`config.mk`:
```
export PLATFORM = sky130hd
export DESIGN_NAME = fec_ctrl
export DESIGN_NICKNAME = d
export VERILOG_FILES = /design/src/rtl/fec_pkg.sv /design/src/rtl/fec_ctrl.sv
export VERILOG_INCLUDE_DIRS = /design/src /design/src/rtl
export SDC_FILE = /design/constraint.sdc
export NUM_CORES = 1
export LEC_CHECK = 0
export ABC_AREA = 1
export BUFFER_PORTS_ARGS = -buffer_cell sky130_fd_sc_hd__buf_2
export CAP_MARGIN = 20
export CORE_AREA = 2 2 39 41
export CTS_CLUSTER_SIZE = 10
export DETAILED_ROUTE_END_ITERATION = 16
export DIE_AREA = 0 0 41 43
export MAX_ROUTING_LAYER = met4
export PLACE_DENSITY = 0.65
export SYNTH_ARGS = -nofsm -noshare
export SYNTH_HDL_FRONTEND = slang
export SYNTH_SLANG_ARGS = --single-unit
export TNS_END_PERCENT = 5
```
`constraint.sdc`:
```
create_clock -name clk -period 1.41 [get_ports clk]
set_input_delay 0.0705 -clock clk [delete_from_list [all_inputs] [get_ports clk]]
set_output_delay 0.0705 -clock clk [all_outputs]
set_load 0.02 [all_outputs]
```
`src/rtl/assert_macros.svh`:
```
// Assertion macros shared by the cache RTL.
// Each macro checks on the rising edge of clk and is disabled while rst_n is low.
`ifndef ASSERT_MACROS_SVH
`define ASSERT_MACROS_SVH
// Check that a property holds at every clock edge.
`define FEC_ASSERT(label, prop, msg) \
    label: assert property (@(posedge clk) disable iff (!rst_n) (prop)) else $error(msg);
// Check that the consequent holds in the cycle after the trigger.
`define FEC_ASSERT_NEXT(label, trig, cons, msg) \
    label: assert property (@(posedge clk) disable iff (!rst_n) (trig) |=> (cons)) \
        else $error(msg);
`endif

```
`src/rtl/fec_pkg.sv`:
```
// Shared types and constants of the FIFO-evicting cache.
// Used by the controller, the datapath and the top level.
package fec_pkg;

    localparam int RING_DEPTH_DEF = 64;

    localparam int FUNC_W   = 2;
    localparam int KEY_W    = 64;
    localparam int SIZE_W   = 40;
    localparam int HANDLE_W = 32;
    localparam int COUNT_W  = 6;
    localparam int BYTES_W  = 41;
    localparam int STAT_W   = 32;
    localparam int LIMIT_W  = 6;
    localparam int BUDGET_W = 21;
    localparam int MIB_SHIFT = 20;
    localparam int CFG_IDX_W  = 2;
    localparam int CFG_DATA_W = 21;

    localparam int IN_DATA_W  = 136;
    localparam int OUT_DATA_W = 184;
    localparam int SLOT_W = KEY_W + SIZE_W + HANDLE_W;

    // Request codes
    localparam logic [FUNC_W-1:0] FUNC_INSERT = 2'd0;
    localparam logic [FUNC_W-1:0] FUNC_FIND   = 2'd1;
    localparam logic [FUNC_W-1:0] FUNC_ERASE  = 2'd2;

    // Register indexes
    localparam logic [CFG_IDX_W-1:0] REG_ENTRY_LIMIT = 2'd0;
    localparam logic [CFG_IDX_W-1:0] REG_BUDGET_MIB  = 2'd1;
    localparam logic [CFG_IDX_W-1:0] REG_STAT_ENABLE = 2'd2;

    // Controller to datapath commands
    typedef struct packed {
        logic load;
        logic scan_init;
        logic scan_step;
        logic scan_clear;
        logic ev_issue;
        logic ev_apply;
        logic ins_write;
        logic apply;
        logic out_load;
    } fec_cmd_t;

    // Datapath to controller status
    typedef struct packed {
        logic [FUNC_W-1:0] func;
        logic ins_allowed;
        logic evict_needed;
        logic ring_empty;
        logic scan_done;
        logic key_found;
        logic out_busy;
    } fec_status_t;

endpackage

```
`src/rtl/fec_ctrl.sv`:
```
// Request sequencer of the FIFO-evicting cache.
// Depends on fec_pkg and assert_macros.svh.
`include "assert_macros.svh"
module fec_ctrl (
    input  logic                clk,
    input  logic                rst_n,
    input  logic                s_tvalid,
    output logic                s_tready,
    input  fec_pkg::fec_status_t status,
    output fec_pkg::fec_cmd_t    cmd
);
    import fec_pkg::*;

    typedef enum logic [2:0] {
        ST_IDLE, ST_DISP, ST_CHECK, ST_EVDAT, ST_CLEAR, ST_SEARCH, ST_APPLY, ST_FIN
    } state_t;

    state_t state_reg, state_next;

    assign s_tready = (state_reg == ST_IDLE);

    // Decode commands and next state
    always_comb
    begin
        state_next = state_reg;
        cmd = '0;
        case (state_reg)
            ST_IDLE:
            begin
                if (s_tvalid)
                begin
                    cmd.load = 1'b1;
                    state_next = ST_DISP;
                end
            end
            ST_DISP:
            begin
                if (status.func == FUNC_INSERT)
                begin
                    state_next = status.ins_allowed ? ST_CHECK : ST_FIN;
                end
                else if (status.func inside {FUNC_FIND, FUNC_ERASE})
                begin
                    cmd.scan_init = 1'b1;
                    state_next = ST_SEARCH;
                end
                else
                begin
                    state_next = ST_FIN;
                end
            end
            ST_CHECK:
            begin
                if (status.evict_needed && !status.ring_empty)
                begin
                    cmd.ev_issue = 1'b1;
                    state_next = ST_EVDAT;
                end
                else
                begin
                    cmd.scan_init = 1'b1;
                    state_next = ST_SEARCH;
                end
            end
            ST_EVDAT:
            begin
                cmd.ev_apply = 1'b1;
                cmd.scan_init = 1'b1;
                state_next = ST_CLEAR;
            end
            ST_CLEAR:
            begin
                cmd.scan_step = 1'b1;
                cmd.scan_clear = 1'b1;
                if (status.scan_done)
                begin
                    state_next = ST_CHECK;
                end
            end
            ST_SEARCH:
            begin
                cmd.scan_step = 1'b1;
                if (status.scan_done)
                begin
                    state_next = ST_APPLY;
                end
            end
            ST_APPLY:
            begin
                cmd.apply = 1'b1;
                cmd.ins_write = (status.func == FUNC_INSERT) && !status.key_found;
                state_next = ST_FIN;
            end
            ST_FIN:
            begin
                if (!status.out_busy)
                begin
                    cmd.out_load = 1'b1;
                    state_next = ST_IDLE;
                end
            end
            default:
            begin
                state_next = ST_IDLE;
            end
        endcase
    end

    // Hold state
    always_ff @(posedge clk or negedge rst_n)
    begin
        if (!rst_n)
        begin
            state_reg <= ST_IDLE;
        end
        else
        begin
            state_reg <= state_next;
        end
    end

    `FEC_ASSERT_NEXT(a_accept_dispatch, s_tvalid && s_tready, state_reg == ST_DISP,
        "accepted word not dispatched")
endmodule

```
==> metrics <==
antenna fix cells 0; Post-synth EDFFs 0; Post-Synth Simple-Gate Area 0.535; max_cap viols 0; design area 556 um^2; antenna violations before repair 0; adder and majority gate portion of the synthesized area 0.0347; final wirelength 975 um; Comb power frac 0.678; PortBufs 20; num ports 21; Area contributors post-synth dfrtp_1 21%, nand2_1 18%, inv_1 13%; Worst Tran Pin Value 0.216 ns; FF+latch count, synth 3; Placer Congestion 0.794; Post-Syn Area 360 um^2; HP Class primary input to async pin; Tot Pwr 1.23 mW; Crit Path Class flip-flop to primary output; Core Util, Final 0.401; internal power 589 uW; library cells used by synthesis 14; pre-CTS setup slack 0.216 ns; Switch Pwr 641 uW; post-route ant nets 0; Async SR Flop Fraction 1.00; final slew viol count 0; CTS Sinks 3; setup slack after layout 0.0548 ns; H-tree depth 1; Syn Nets 74; Clock Tree Root clkbuf_4; clock buffer depth 2; sequential share of power 0.200; cts bufs inserted 3; Rows 14; largest family of logic cells by synthesized area simple AND/OR/NAND/NOR gates; GRT Overall Usage 0.125; RSZ-0062 raised after global routing yes; status finished, final reports clean; fin cells 107; post-synth top area cell dfrtp_1; Remaining Overflow, GRT 0; Starting Density 0.260; Peak Freq 738 MHz; via count 462; fin crit share 0.961; pwr/cell area 2210 mW/mm^2; max FFs per register 3; synthesized instance count 62; CORE AREA 0.00138 mm^2; Area Overhead vs Synth 54.2%; reg-to-reg critical path startpoint state_reg[2]; Worst Setup SP state_reg[1]; first-pass GRT wire length 1460 um; Final Skew 0.000919 ns; # nets final 104; DR iter-0 viols 10; DP Wirelength 674 um; Worst EP arrival 1.28 ns; CTS tree built; detail-routed via count per cell 4.32; top cell type's share of synthesized area 0.208; endpoints failing setup 0; CP endpoint kind primary output; layout cells sized above 1 0.473; Compound-Gate Fraction of Synth Area 0.0139; Crit path required time 1.34 ns; maximum VDD drop 0.000822 V; clock network fraction of total power 0.123; vias in the first global route 385; Die ar. 0.00176 mm^2; CP Max Fanout 9; Post-DP Area 458 um^2; Syn Area/Cell 5.81 um^2; ys flop type dfrtp_1; xor/xnor share of the synthesized area 0; multiplexer share of the synthesized area 0; Reg clk slew, reported paths 0.04 ns; top post-synthesis cells by count 17 x nand2_1, 12 x inv_1, 9 x nor2_1; DP Cell Count 96; Skew-Pair Late Insertion Delay 0.23 ns; YS warnings 0; sw frac 0.521; Die X 41 um; Worst setup SP type flip-flop; Post-route DRC 0; first drt pass iteration count 4; largest net degree at the start of global routing 10; DR WL/cell 9.11 um; post-synthesis sequential area ratio 0.208; Max-slew headroom 0.855; Pleak 0.361 nW; top-count cell post-synth nand2_1; Tmin final 1.36 ns; Fin. Hold Viols 0; die height 43 um
==> worst max-delay path, cell delays in order (launching register included) <==
cell	delay, ns
dfrtp_2	0.46
nor2_1	0.21
nand2_1	0.12
nor2_1	0.10
buf_2	0.16
==> final timing paths <==
kind	to	cells past startpoint	slack (ns)
max in group asynchronous	state_reg[1]	2	1.13
hold / removal	state_reg[2]	2	0.16
min in group clk	state_reg[1]	3	0.19
setup reg to reg	state_reg[1]	7	0.24
hold reg to reg	state_reg[2]	2	0.61
setup / recovery	cmd[8]	4	0.05
==> final cells by class <==
cell class | count | area (um^2)
Multi-Input combinational cell | 43 | 220
Clock buffer | 4 | 26.3
Sequential cell | 3 | 78.8
Fill cell | 156 | 828
Tap cell | 16 | 20.0
Timing Repair Buffer | 27 | 155
Inverter | 14 | 55.1
==> cells in the final DEF, fill, tap and decap left out <==
cell type,n
nor3_1,2
o21ai_1,1
inv_1,11
clkbuf_4,3
ha_1,1
buf_2,20
buf_4,6
nor2_1,7
nand3_2,3
nor2_2,5
clkbuf_1,1
dlygate4sd3_1,1
dfrtp_2,3
nand3b_1,1
nand4_1,3
inv_4,1
nand3_1,3
inv_2,2
nand2_1,17
==> what timing repair did <==
action	in CTS	in global routing
resized for setup	1	8
endpoints found under the setup margin	1	6
hold endpoints to repair	3	0
setup buffers	3	3
pin swaps	0	1
hold buffers	1	0
==> power groups by stage <==
stage / Sequential, mW / Combinational (mW) / Clock [mW]
2_1_floorplan: 0.166 / 0.606 / 0
6_report: 0.246 / 0.834 / 0.151
3_5_place_dp: 0.225 / 0.668 / 0
3_3_place_gp: 0.223 / 0.669 / 0
4_1_cts: 0.228 / 0.737 / 0.153
5_1_grt: 0.257 / 0.921 / 0.170
==> logic make-up (layout without fill, tap and decap cells) <==
| family | after synthesis | in the layout |
|---|---|---|
| buf+inv | 16 | 45 |
| fa+ha+maj | 1 | 1 |
| flops | 3 | 3 |
| simple gates | 41 | 41 |
| compound gates | 1 | 1 |
==> per-stage QoR <==
step	setup TNS, ns	hold WS [ns]
2_1_floorplan	0	-0.225
3_3_place_gp	0	-0.134
3_5_place_dp	0	-0.134
4_1_cts	0	0.158
5_1_grt	-0.0307	0.162
6_report	0	0.162
==> routing by layer <==
metal / global-route usage / vias to the layer above / wire, um
li1: - / 246 / -
met1: 0.143 / 196 / 410
met2: 0.203 / 18 / 485
met3: 0.0157 / 2 / 61
met4: 0.0600 / 0 / 17
met5: - / - / 0
(Power assumes the default switching activity.)
